**config.mk**
```make
export PLATFORM = sky130hd
export DESIGN_NAME = multitouch_virtual_button_tracker_core
export DESIGN_NICKNAME = d
export VERILOG_FILES = /design/src/hw/rtl/mvbt_pkg.sv /design/src/hw/rtl/mvbt_ctrl.sv /design/src/hw/rtl/mvbt_dp.sv /design/src/hw/rtl/multitouch_virtual_button_tracker_core.sv
export SDC_FILE = /design/constraint.sdc
export NUM_CORES = 2
export LEC_CHECK = 0
export BUFFER_PORTS_ARGS = -buffer_cell sky130_fd_sc_hd__clkbuf_2
export CORE_ASPECT_RATIO = 2
export CORE_MARGIN = 1
export CORE_UTILIZATION = 45
export DETAILED_ROUTE_END_ITERATION = 6
export PLACE_DENSITY = 0.68
export SKIP_LAST_GASP = 1
export SYNTH_ARGS = -nofsm -noshare
export SYNTH_HDL_FRONTEND = slang
export SYNTH_SLANG_ARGS = --single-unit
```
**constraint.sdc**
```tcl
create_clock -name clk_i -period 8.2 [get_ports clk_i]
set_input_delay 0 -clock clk_i [delete_from_list [all_inputs] [get_ports clk_i]]
set_output_delay 0 -clock clk_i [all_outputs]
set_load 0.01 [all_outputs]
```
**src/hw/rtl/mvbt_pkg.sv**
```systemverilog
// Shared types, constants and codes for the multitouch virtual button tracker.
package mvbt_pkg;

  localparam int unsigned FingerSlots = 8;
  localparam int unsigned SlotIdxW    = (FingerSlots > 1) ? $clog2(FingerSlots) : 1;
  localparam int unsigned ButtonCount = 6;
  localparam int unsigned IdBits      = 32;
  localparam int unsigned DimW        = 12;   // window size and pixel coordinates
  localparam int unsigned EdgeW       = 14;   // rectangle edges and pad top
  localparam int unsigned FracW       = 16;
  localparam int unsigned BtnW        = 3;
  localparam int unsigned CfgIdxW     = 2;

  localparam logic [BtnW-1:0] NoButton = 3'd7;

  // floor(x/7) = (x*4682)>>15 and floor(x/9) = (x*3641)>>15, exact for x < 4096
  localparam logic [12:0] Div7Mul   = 13'd4682;
  localparam logic [11:0] Div9Mul   = 12'd3641;
  localparam int unsigned DivShift  = 15;

  typedef enum logic [CfgIdxW-1:0] {
    CFG_WIDTH  = 2'd0,
    CFG_HEIGHT = 2'd1
  } cfg_idx_e;

  typedef enum logic [1:0] {
    FUNC_DOWN   = 2'd0,
    FUNC_MOTION = 2'd1,
    FUNC_UP     = 2'd2
  } func_e;

  typedef enum logic [2:0] {
    ST_IDLE,
    ST_LAY_CELL,
    ST_LAY_SIZE,
    ST_LAY_RECT,
    ST_EV_SCALE,
    ST_EV_UPDATE,
    ST_EV_RESULT
  } state_e;

  typedef struct packed {
    logic [1:0]        func;
    logic [IdBits-1:0] finger_id;
    logic [FracW-1:0]  touch_x_frac;
    logic [FracW-1:0]  touch_y_frac;
  } evt_t;

  typedef struct packed {
    logic [ButtonCount-1:0] key_mask;
    logic                   handled;
  } res_t;

  typedef struct packed {
    logic ev_load;
    logic lay_cell;
    logic lay_size;
    logic lay_rect;
    logic ev_scale;
    logic ev_update;
    logic ev_result;
  } cmd_t;

  typedef struct packed {
    logic [EdgeW-1:0] x0;
    logic [EdgeW-1:0] x1;
    logic [EdgeW-1:0] y0;
    logic [EdgeW-1:0] y1;
  } rect_t;

endpackage

```
**src/hw/rtl/mvbt_ctrl.sv**
```systemverilog
// Sequencer for layout derivation and event processing.
module mvbt_ctrl
  import mvbt_pkg::*;
(
  input  logic clk_i,
  input  logic rst_ni,
  input  logic start_i,
  input  logic cfg_we_i,
  output logic busy_o,
  output cmd_t cmd_o
);

  state_e state_q, state_d;

  always_ff @(posedge clk_i or negedge rst_ni) begin
    if (!rst_ni) begin
      state_q <= ST_IDLE;
    end else begin
      state_q <= state_d;
    end
  end

  always_comb begin
    state_d = state_q;
    case (state_q)
      ST_IDLE: begin
        if (cfg_we_i) begin
          state_d = ST_LAY_CELL;
        end else if (start_i) begin
          state_d = ST_EV_SCALE;
        end
      end
      ST_LAY_CELL:  state_d = ST_LAY_SIZE;
      ST_LAY_SIZE:  state_d = ST_LAY_RECT;
      ST_LAY_RECT:  state_d = ST_IDLE;
      ST_EV_SCALE:  state_d = ST_EV_UPDATE;
      ST_EV_UPDATE: state_d = ST_EV_RESULT;
      ST_EV_RESULT: state_d = ST_IDLE;
      default:      state_d = ST_IDLE;
    endcase
  end

  always_comb begin
    cmd_o  = '0;
    busy_o = 1'b1;
    case (state_q)
      ST_IDLE: begin
        busy_o        = cfg_we_i;
        cmd_o.ev_load = start_i & ~cfg_we_i;
      end
      ST_LAY_CELL:  cmd_o.lay_cell  = 1'b1;
      ST_LAY_SIZE:  cmd_o.lay_size  = 1'b1;
      ST_LAY_RECT:  cmd_o.lay_rect  = 1'b1;
      ST_EV_SCALE:  cmd_o.ev_scale  = 1'b1;
      ST_EV_UPDATE: cmd_o.ev_update = 1'b1;
      ST_EV_RESULT: cmd_o.ev_result = 1'b1;
      default:      busy_o = 1'b1;
    endcase
  end

endmodule

```
**src/hw/rtl/mvbt_dp.sv**
```systemverilog
// Datapath: window registers, button layout, finger slot table and hit test.
module mvbt_dp
  import mvbt_pkg::*;
(
  input  logic               clk_i,
  input  logic               rst_ni,
  input  cmd_t               cmd_i,
  input  logic               cfg_we_i,
  input  logic [CfgIdxW-1:0] cfg_idx_i,
  input  logic [DimW-1:0]    cfg_wdata_i,
  input  evt_t               evt_i,
  output logic               done_o,
  output res_t               res_o
);

  // window registers
  logic [DimW-1:0] width_q, height_q;

  always_ff @(posedge clk_i or negedge rst_ni) begin
    if (!rst_ni) begin
      width_q  <= '0;
      height_q <= '0;
    end else if (cfg_we_i) begin
      if (cfg_idx_i == CFG_WIDTH) begin
        width_q <= cfg_wdata_i;
      end
      if (cfg_idx_i == CFG_HEIGHT) begin
        height_q <= cfg_wdata_i;
      end
    end
  end

  // layout
  logic [DimW-1:0]  cell_q, margin_q, side_q;
  logic [EdgeW-1:0] pad_top_q;
  rect_t            rect_q [ButtonCount];

  logic [DimW-1:0]  min_dim;
  logic [24:0]      prod7;
  logic [23:0]      prod9;
  logic [DimW-1:0]  cell7, cell9, cell_d;
  logic [EdgeW-1:0] c_e, m_e, s_e, pt_e, w_e, h_e, pt_d;
  rect_t            rect_d [ButtonCount];

  always_comb begin
    min_dim = (width_q < height_q) ? width_q : height_q;
    prod7   = 25'(min_dim) * 25'(Div7Mul);
    prod9   = 24'(height_q) * 24'(Div9Mul);
    cell7   = DimW'(prod7 >> DivShift);
    cell9   = DimW'(prod9 >> DivShift);
    cell_d  = (cell7 > cell9) ? cell9 : cell7;
  end

  always_comb begin
    c_e  = EdgeW'(cell_q);
    m_e  = EdgeW'(margin_q);
    s_e  = EdgeW'(side_q);
    pt_e = pad_top_q;
    w_e  = EdgeW'(width_q);
    h_e  = EdgeW'(height_q);
    pt_d = EdgeW'(height_q) - (EdgeW'(cell_q) * EdgeW'(3) + (EdgeW'(cell_q >> 2) << 1));
    // left, right, up, down, jump, menu
    rect_d[0] = '{x0: m_e,             x1: m_e + c_e,
                  y0: pt_e + c_e,      y1: pt_e + (c_e << 1)};
    rect_d[1] = '{x0: m_e + (c_e << 1), x1: m_e + (c_e << 1) + c_e,
                  y0: pt_e + c_e,      y1: pt_e + (c_e << 1)};
    rect_d[2] = '{x0: m_e + c_e,       x1: m_e + (c_e << 1),
                  y0: pt_e,            y1: pt_e + c_e};
    rect_d[3] = '{x0: m_e + c_e,       x1: m_e + (c_e << 1),
                  y0: pt_e + (c_e << 1), y1: pt_e + (c_e << 1) + c_e};
    rect_d[4] = '{x0: w_e - m_e - s_e, x1: w_e - m_e,
                  y0: h_e - m_e - s_e, y1: h_e - m_e};
    rect_d[5] = '{x0: w_e - m_e - c_e, x1: w_e - m_e,
                  y0: pt_e + m_e,      y1: pt_e + m_e + c_e};
  end

  always_ff @(posedge clk_i or negedge rst_ni) begin
    if (!rst_ni) begin
      cell_q    <= '0;
      margin_q  <= '0;
      side_q    <= '0;
      pad_top_q <= '0;
      for (int i = 0; i < ButtonCount; i++) begin
        rect_q[i] <= '0;
      end
    end else begin
      if (cmd_i.lay_cell) begin
        cell_q <= cell_d;
      end
      if (cmd_i.lay_size) begin
        margin_q  <= cell_q >> 2;
        side_q    <= cell_q + (cell_q >> 1);
        pad_top_q <= pt_d;
      end
      if (cmd_i.lay_rect) begin
        for (int i = 0; i < ButtonCount; i++) begin
          rect_q[i] <= rect_d[i];
        end
      end
    end
  end

  // event capture and scaling
  evt_t            evt_q;
  logic [DimW-1:0] px_q, py_q;
  logic [27:0]     prod_x, prod_y;

  assign prod_x = 28'(evt_q.touch_x_frac) * 28'(width_q);
  assign prod_y = 28'(evt_q.touch_y_frac) * 28'(height_q);

  always_ff @(posedge clk_i) begin
    if (cmd_i.ev_load) begin
      evt_q <= evt_i;
    end
    if (cmd_i.ev_scale) begin
      px_q <= DimW'(prod_x >> FracW);
      py_q <= DimW'(prod_y >> FracW);
    end
  end

  // hit test, first match wins
  logic [BtnW-1:0]  hit_btn;
  logic [EdgeW-1:0] px_e, py_e;

  always_comb begin
    px_e    = EdgeW'(px_q);
    py_e    = EdgeW'(py_q);
    hit_btn = NoButton;
    for (int b = ButtonCount - 1; b >= 0; b--) begin
      if (px_e >= rect_q[b].x0 && px_e < rect_q[b].x1 &&
          py_e >= rect_q[b].y0 && py_e < rect_q[b].y1) begin
        hit_btn = BtnW'(b);
      end
    end
  end

  // finger slot table
  logic              used_q   [FingerSlots];
  logic [BtnW-1:0]   button_q [FingerSlots];
  logic [IdBits-1:0] finger_q [FingerSlots];

  logic                free_found, match_found;
  logic [SlotIdxW-1:0] free_idx, match_idx;

  always_comb begin
    free_found  = 1'b0;
    match_found = 1'b0;
    free_idx    = '0;
    match_idx   = '0;
    for (int i = FingerSlots - 1; i >= 0; i--) begin
      if (!used_q[i]) begin
        free_found = 1'b1;
        free_idx   = SlotIdxW'(i);
      end
      if (used_q[i] && finger_q[i] == evt_q.finger_id) begin
        match_found = 1'b1;
        match_idx   = SlotIdxW'(i);
      end
    end
  end

  logic enabled, do_down, do_motion, do_up;

  always_comb begin
    enabled   = (width_q != '0) && (height_q != '0);
    do_down   = enabled && evt_q.func == FUNC_DOWN && free_found;
    do_motion = enabled && evt_q.func == FUNC_MOTION && match_found;
    do_up     = enabled && evt_q.func == FUNC_UP && match_found;
  end

  logic handled_q;

  always_ff @(posedge clk_i or negedge rst_ni) begin
    if (!rst_ni) begin
      handled_q <= 1'b0;
      for (int i = 0; i < FingerSlots; i++) begin
        used_q[i]   <= 1'b0;
        button_q[i] <= NoButton;
      end
    end else if (cmd_i.ev_update) begin
      handled_q <= do_down | do_motion | do_up;
      if (do_down) begin
        used_q[free_idx]   <= 1'b1;
        button_q[free_idx] <= hit_btn;
      end
      if (do_motion) begin
        button_q[match_idx] <= hit_btn;
      end
      if (do_up) begin
        used_q[match_idx]   <= 1'b0;
        button_q[match_idx] <= NoButton;
      end
    end
  end

  // id store has no reset, only read for used slots
  always_ff @(posedge clk_i) begin
    if (cmd_i.ev_update && do_down) begin
      finger_q[free_idx] <= evt_q.finger_id;
    end
  end

  // held mask from the slot table
  logic [ButtonCount-1:0] held_mask;

  always_comb begin
    held_mask = '0;
    for (int i = 0; i < FingerSlots; i++) begin
      for (int b = 0; b < ButtonCount; b++) begin
        if (used_q[i] && button_q[i] == BtnW'(b)) begin
          held_mask[b] = 1'b1;
        end
      end
    end
  end

  // result word
  logic done_q;
  res_t res_q;

  always_ff @(posedge clk_i or negedge rst_ni) begin
    if (!rst_ni) begin
      done_q <= 1'b0;
    end else begin
      done_q <= cmd_i.ev_result;
    end
  end

  always_ff @(posedge clk_i) begin
    if (cmd_i.ev_result) begin
      res_q <= '{key_mask: held_mask, handled: handled_q};
    end
  end

  assign done_o = done_q;
  assign res_o  = res_q;

endmodule

```
**src/hw/rtl/multitouch_virtual_button_tracker_core.sv**
```systemverilog
// Top level of the multitouch virtual button tracker.
//
// Usage:
//  - Event channel: an event word (evt_i) is taken at a rising edge with
//    start_i high and busy_o low. busy_o also rises combinationally with
//    cfg_we_i, so an event never collides with a register write.
//  - Result channel: one result word per event on res_o, flagged by done_o
//    for a single cycle; there is no back-pressure, the receiver must take it.
//  - Config: cfg_we_i/cfg_idx_i/cfg_wdata_i write window width (index 0) or
//    height (index 1). Each write taken while idle starts a layout derivation
//    (cell, margin/side/pad top, six button rectangles); busy_o stays high.
//  - Sequencing: an accepted event word is registered, then the scale
//    multiply, the slot update with hit test and the result register run
//    in turn; done_o rises with the result register. No new event is taken
//    until that sequence is over; a new event may be accepted at the edge
//    that takes its predecessor's result.
//  - Reset clears window size, layout, slot table (not its ids), held mask;
//    with a zero window every event returns the held mask with handled = 0.
module multitouch_virtual_button_tracker_core
  import mvbt_pkg::*;
(
  input  logic               clk_i,
  input  logic               rst_ni,
  input  logic               start_i,
  output logic               busy_o,
  input  evt_t               evt_i,
  output logic               done_o,
  output res_t               res_o,
  input  logic               cfg_we_i,
  input  logic [CfgIdxW-1:0] cfg_idx_i,
  input  logic [DimW-1:0]    cfg_wdata_i
);

  cmd_t cmd;

  mvbt_ctrl u_ctrl (
    .clk_i    (clk_i),
    .rst_ni   (rst_ni),
    .start_i  (start_i),
    .cfg_we_i (cfg_we_i),
    .busy_o   (busy_o),
    .cmd_o    (cmd)
  );

  mvbt_dp u_dp (
    .clk_i       (clk_i),
    .rst_ni      (rst_ni),
    .cmd_i       (cmd),
    .cfg_we_i    (cfg_we_i),
    .cfg_idx_i   (cfg_idx_i),
    .cfg_wdata_i (cfg_wdata_i),
    .evt_i       (evt_i),
    .done_o      (done_o),
    .res_o       (res_o)
  );

endmodule

```
## Word level (Yosys, flattened, before mapping)

Memories as Yosys holds them, arrays and structs flattened.
Cells that the tools add are included.

- Flip-flop bits (word level): 412
- RAM bits: 256
- Output and inout port bits: 9
- Memories kept: 1

- Reduce and logical (&&, ||, !) cells: 104
- Add/sub/neg operators: 16
- Equality and inequality tests: 58
- Mux-type cells: 77
- $mul: 5
- Order comparisons: 25
- Bitwise operators: 10

Memory list:

| name | words | bits a word | rd ports | clocked after Yosys merged registers in | wr ports | line | RTL |
|---|---|---|---|---|---|---|---|
| u_dp.finger_q | 8 | 32 | 8 | 0 | 1 | mvbt_dp.sv:140 | `logic [IdBits-1:0] finger_q [FingerSlots];` |

Operator list:

| kind | count |
|---|---|
| $eq A32 B32 Y1 | 8 |
| $ge A12 B14 Y1 | 9 |
| $lt A12 B14 Y1 | 9 |
| $mux W24 | 5 |
| $logic_and A1 B1 Y1 | 83 |
| $mux W3 | 24 |
| $eq A3 B3 Y1 const B | 19 |
| $add A14 B12 Y14 | 4 |
| $mul A16 B12 Y28 | 2 |
| $eq A3 B2 Y1 const B | 18 |
| $bwmux W24 | 2 |
| $mul A12 B12 Y24 const B | 2 |
| $reduce_or A7 Y1 | 6 |
| $sub A14 B12 Y14 | 3 |
| $mux W1 | 34 |
| $eq A3 B1 Y1 const B | 9 |
| $logic_not A3 Y1 | 9 |
| $sub A12 B10 Y13 | 2 |
| $mux W8 | 3 |
| $or A24 B24 Y24 | 1 |
| $reduce_bool A12 Y1 | 2 |
| $demux W3 S3 | 2 |
| $pmux W3 S5 | 1 |
| $add A10 B13 Y14 | 1 |
| 28 further kinds | 37 |

## Longest topological paths before layout

- Depth after elaboration: 21
- Gate-level depth with buffers: 37

## By module

A second synthesis with hierarchy kept.

- Cell total of the unflattened synthesis: 5151
- Area total of the unflattened synthesis: 52137.5 um2

By module, submodules not included:

| module | area each (um2) | cells each | times used | sequential area each (um2) |
|---|---|---|---|---|
| mvbt_dp | 51961.1 | 5130 | 1 | 17962.2 |
| mvbt_ctrl | 176.4 | 21 | 1 | 75.1 |

## Least setup slack after synthesis

No wires, ideal clock.

- Kind: register -> register
- Start: register u_dp.height_q[9]
- End: register u_dp.cell_q[8]
- Buffers on the path: 3
- Path slack: 0.288 ns
- Arrival time: 7.786 ns
- Setup time: 0.126 ns
- Stages on the path, launching flop included: 36
- Required time: 8.074 ns
- Period minus slack after synthesis: 7.912 ns
- Cell sequence: dfrtp_1 clkbuf_1 inv_1 ha_1 and2_1 nor3b_1 a32oi_2 a21o_1 clkbuf_1 o21ai_0 ha_1 ha_1 fa_1 inv_1 fa_1 inv_1 ha_1 a21o_1 a21oi_1 nor2b_1 nor4_1 o311a_1 o31a_1 nor2b_1 o21bai_1 xor2_1 ha_1 a21o_1 a21o_1 a211oi_1 o21ai_0 o31ai_1 nand2_1 mux2_4 buf_6 a221o_1

- Word-level cells in the longest chain between the ends: 5

Ends and longest elaborated chain:

| what | line | RTL |
|---|---|---|
| start, declared | mvbt_dp.sv:17 | `logic [DimW-1:0] width_q, height_q;` |
| start signal, assigned | mvbt_dp.sv:28 | `height_q <= cfg_wdata_i;` |
| $lt A12 B12 Y1 | mvbt_dp.sv:46 | `min_dim = (width_q < height_q) ? width_q : height_q;` |
| $mux W12 | mvbt_dp.sv:46 |  |
| $mul A12 B12 Y24 | mvbt_dp.sv:47 | `prod7 = 25'(min_dim) * 25'(Div7Mul);` |
| $gt A10 B9 Y1 | mvbt_dp.sv:51 | `cell_d = (cell7 > cell9) ? cell9 : cell7;` |
| $mux W10 (*) | mvbt_dp.sv:51 |  |
| end signal, assigned | mvbt_dp.sv:88 | `cell_q <= cell_d;` |
| end, declared | mvbt_dp.sv:34 | `logic [DimW-1:0] cell_q, margin_q, side_q;` |

Mark *: on every way between the ends. The rest lies on a longest branch, timed or not.
A chain may end at the register's enable or synchronous reset.

## Worst setup path in the final report

- Start: register u_dp.height_q[1]
- End: register u_dp.cell_q[8]

Same word-level chain as after synthesis.

==> flow_results.org <==
** Clock tree
- CTS tree :: done
- Clk slew on worst S/H paths :: 0.06 ns
- Total CTS buffers :: 68
- Counting along the longest clock path gives a buffer depth of 3.
- Buffer count from post-CTS setup fixing :: 0
- The tree built by TritonCTS fans out to 649 sinks.
- The H-tree generated during clock tree synthesis spans 3 levels.
- At the later pin of the worst-skew pair, clock insertion delay measures 0.67 ns.
- Root cell of the clock tree :: sky130_fd_sc_hd__clkbuf_16

** Final layout
- Compared with the post-synthesis result, the final layout area differs by 11.23%.
- Nets@finish :: 6321
- Most common cell after layout, fill and taps aside :: sky130_fd_sc_hd__inv_1
- Fill cells in the final layout number 10.47k.
- Share of the core filled with cells in the final layout :: 50.41%
- Of the cells placed in the final design, the portion with a size suffix greater than 1 is 8.329%.
- Inserted Diodes :: 0
- Leaving out filler cells and counting taps, the final layout contains 6844.
- In the layout the commonest cells are 730 x sky130_fd_sc_hd__inv_1, 603 x sky130_fd_sc_hd__ha_1, 544 x sky130_fd_sc_hd__nand2_1, 357 x sky130_fd_sc_hd__fa_1, 353 x sky130_fd_sc_hd__edfxtp_1.

** Synthesis
- Number of flops mapped to enable cells by yosys :: 353
- Summed instance area of the synthesized netlist :: 51990 sq um
- After Yosys synthesis, XOR and XNOR cells account for 7.260% of the synthesized area.
- Main combinational cell family by area after synthesis :: adder cells
- After Yosys synthesis, and, or, nand and nor cells account for 11.99% of the synthesized area.
- Post-Syn Instances :: 5082
- The synthesized netlist devotes 9.097% of its cell area to compound gates.
- After Yosys synthesis, full adders, half adders and majority gates account for 28.26% of the synthesized area.
- Measured against the total synthesized area, the mux share comes to 2.156%.
- Most common flop cell mapped by yosys :: sky130_fd_sc_hd__edfxtp_1
- Number of flip-flops and latches in the synthesized netlist :: 649
- Sequential cells were found to cover 34.69% of the synthesized design area.
- Averaged over all synthesized cells, the footprint is 10.23 sq um.
- Number of warnings issued by yosys :: 0
- The number of different library cells used by synthesis comes to 81.
- Proportion of synthesized flip-flops having asynchronous set or reset :: 45.61%
- Post-synth net total :: 6126

** Floorplanning
- Die W :: 242.4 microns
- Pin placement for this block handled 93 I/O pins.
- The initial utilization of the core area, before any placement, comes to 45.32%.
- The die covers 117000 sq um.
- In this run the vertical extent of the chip is 482.7 microns.
- In this run the core area contains 176 standard-cell rows.
- Core ar. :: 114700 sq um

** GRT
- The first global-routing pass estimated 221300 microns of wire.
- The initial antenna violation count was 0.
- Total congestion overflow after global routing :: 0
- Entering global routing, the biggest net connects 212 pins.
- Across every metal layer, demand over resource in global routing totals 24.94%.
- Vias in the first global route :: 40.05k

** Drt
- Iter 0 DRT Violations :: 1515
- Via density per instance :: 5.452
- DR DRC count :: 0
- Routed len/inst :: 20.95 microns
- Once detail routing completed, the nets flagged for antenna violations numbered 0.
- The detailed router placed 37.32k vias in this run.
- Wires add up to 143400 microns.
- For this run, the detailed router's first-pass iteration total came to 6.

** STA
- Worst relative slew slack :: 23.58%
- For the finished layout, the period the worst path requires is 7.671 ns.
- The max-slew violation count is 0.
- Worst clock skew :: 0.04222 ns
- Setup violations remaining at the end of the flow were counted as 0.
- Setup repair after global routing left no endpoint under its margin.
- Summed over all failing endpoints, the final setup total negative slack is 0 ns.
- Final count of hold timing violations :: 0
- Maximum frequency from static timing analysis :: 130.4 MHz
- Worst hold margin :: 0.04438 ns
- The worst path uses 93.55% of the clock period.
- For the pin with the worst max-slew slack, the measured transition is 1.117 ns.

** Setup path
- Highest-delay cell along the critical path :: sky130_fd_sc_hd__fa_1
- STA classifies the critical path startpoint as a flop.
- The worst setup path is captured at a flop.
- Largest stage delay on the critical path :: 0.57 ns
- STA puts the critical path data arrival time at 8.21 ns.
- Along the worst path, the maximum fanout reaches 14.
- The critical path in this run is classified as flop to flop.
- By instance count, the cell type seen most on the critical path is sky130_fd_sc_hd__ha_1.
- Data required time at the worst endpoint :: 8.74 ns

** Placed design
- Port Buf Inserts :: 92
- The wire-length estimate of the detail-placed layout is 108600 microns.
- Routability-driven placement finished with a final weighted congestion of 0.9091.
- Cell count after placement :: 6625

** Flow run
- Number of max-capacitance violations reported :: 0

** Run status
- The run finished with clean final reports.

** Hold path
- Path category of the worst min-delay check :: input pin to flop
==> per-stage QoR <==
stage          setup slack, ns  instance area (sq um)
4_1_cts                 0.2981                  57830
3_5_place_dp            0.3494                  54610
2_1_floorplan           0.2881                  51990
5_1_grt               0.005713                  57830
6_report                0.5290                  57830
3_3_place_gp            0.3136                  54610
==> cell usage after synthesis (6+ instances only) <==
library cell	instances	area [sq um]
sky130_fd_sc_hd__inv_1	730	2740
sky130_fd_sc_hd__ha_1	603	7545
sky130_fd_sc_hd__nand2_1	544	2042
sky130_fd_sc_hd__fa_1	357	7147
sky130_fd_sc_hd__edfxtp_1	353	10600
sky130_fd_sc_hd__dfrtp_1	272	6807
sky130_fd_sc_hd__xor2_1	248	2172
sky130_fd_sc_hd__o21ai_0	235	1176
sky130_fd_sc_hd__xnor2_1	183	1603
sky130_fd_sc_hd__a21oi_1	182	910.9
sky130_fd_sc_hd__nor2_1	171	641.9
sky130_fd_sc_hd__clkbuf_1	160	600.6
sky130_fd_sc_hd__and2_1	132	825.8
sky130_fd_sc_hd__nor4_1	97	606.8
sky130_fd_sc_hd__mux2_2	84	945.9
sky130_fd_sc_hd__a21o_1	73	548.0
sky130_fd_sc_hd__nor3_1	55	275.3
sky130_fd_sc_hd__nand4_1	53	331.6
sky130_fd_sc_hd__nand3_1	51	255.2
sky130_fd_sc_hd__o21bai_1	50	375.4
sky130_fd_sc_hd__o21a_1	45	337.8
sky130_fd_sc_hd__nor2b_1	44	275.3
sky130_fd_sc_hd__dfstp_2	24	630.6
sky130_fd_sc_hd__and3_1	23	143.9
sky130_fd_sc_hd__nand2b_1	23	143.9
sky130_fd_sc_hd__o31ai_1	20	150.1
sky130_fd_sc_hd__or3_1	18	112.6
sky130_fd_sc_hd__a21boi_0	17	127.6
sky130_fd_sc_hd__o211ai_1	17	127.6
sky130_fd_sc_hd__mux2i_1	16	160.2
sky130_fd_sc_hd__a31oi_1	14	87.58
sky130_fd_sc_hd__a211oi_1	13	97.59
sky130_fd_sc_hd__nand4b_1	12	105.1
sky130_fd_sc_hd__buf_1	11	41.29
sky130_fd_sc_hd__and4_1	10	87.58
sky130_fd_sc_hd__nand3b_1	10	75.07
sky130_fd_sc_hd__or4_1	10	75.07
sky130_fd_sc_hd__a2111oi_0	9	78.83
sky130_fd_sc_hd__o21ai_1	9	45.04
sky130_fd_sc_hd__nor3b_1	7	52.55
sky130_fd_sc_hd__a211o_1	6	52.55
sky130_fd_sc_hd__nor4b_1	6	52.55
sky130_fd_sc_hd__o2111ai_1	6	52.55
==> logic make-up after synthesis <==
logic type,Yosys count
DFF,649
muxes,101
AOI/OAI and AO/OA,756
buffers and inverters,903
adders and majority gates,960
and+or+nand+nor,1282
xor gates and xnor gates,431
==> worst paths after layout <==
check	startpoint	to	slack [ns]	cells past startpoint
max	u_dp.height_q[1]	u_dp.cell_q[8]	0.53	31
min	evt_i[13]	u_dp.evt_q[13]	0.04	2
max reg2reg	u_dp.height_q[1]	u_dp.cell_q[8]	0.53	31
min reg2reg	u_dp.handled_q	u_dp.res_o[0]	0.45	0
max in group asynchronous	rst_ni	u_dp.rect_q[28]	6.68	4
min in group asynchronous	rst_ni	u_dp.rect_q[169]	0.48	4
==> worst max-delay path, delay by kind of cell, from the launching register on <==
kind / cells / cell delay, ns
AND/OR/NAND/NOR: 5 / 0.79
XOR/XNOR: 1 / 0.16
adder cells (fa/ha/maj): 7 / 2.84
flip-flops: 1 / 0.35
buffers and inverters: 4 / 0.35
multiplexers: 1 / 0.36
AO/OA/AOI/OAI: 13 / 2.74
==> routing by layer <==
layer	global-route usage [%]	wire length, microns	up-vias
met1	23.30	48010	18445
met2	48.71	78380	924
li1	-	-	17471
met3	2.850	4716	476
met4	19.42	12240	0
met5	0	0	-
==> final cells by class <==
class,instances,area [sq um],share of cell area [%]
repair buffers,298,2310,3.994
clock buffers,95,1979,3.423
flip-flops and latches,649,18040,31.19
inverters,730,2740,4.738
clock inverters,29,271.5,0.4695
multi-input cells,3530,30600,52.91
well taps,1513,1893,3.273
==> flip-flops by register name, indices dropped and copies added (netlist names) <==
| register | cells |
|---|---|
| u_dp.used_q | 8 |
| u_dp.done_o | 1 |
| u_dp.button_q | 24 |
| u_dp.rect_q | 192 |
| u_dp.pad_top_q | 14 |
| u_ctrl.state_q | 3 |
| u_dp.height_q | 12 |
| u_dp.px_q | 12 |
| u_dp.handled_q | 1 |
| u_dp.margin_q | 8 |
| u_dp.cell_q | 10 |
| u_dp.evt_q | 66 |
| u_dp.py_q | 12 |
| u_dp.res_o | 7 |
| u_dp.side_q | 11 |
| u_dp.finger_q | 256 |
| u_dp.width_q | 12 |
==> repair_timing <==
item | 4_1_cts | 5_1_grt
hold endpoints to repair | 155 | 0
endpoints found under the setup margin | 0 | 9
hold buffers | 95 | 0
gates resized for setup | 0 | 3
Power is not shown: default switching activity piles up to over one toggle a cycle in this logic, so the estimate is an artifact.
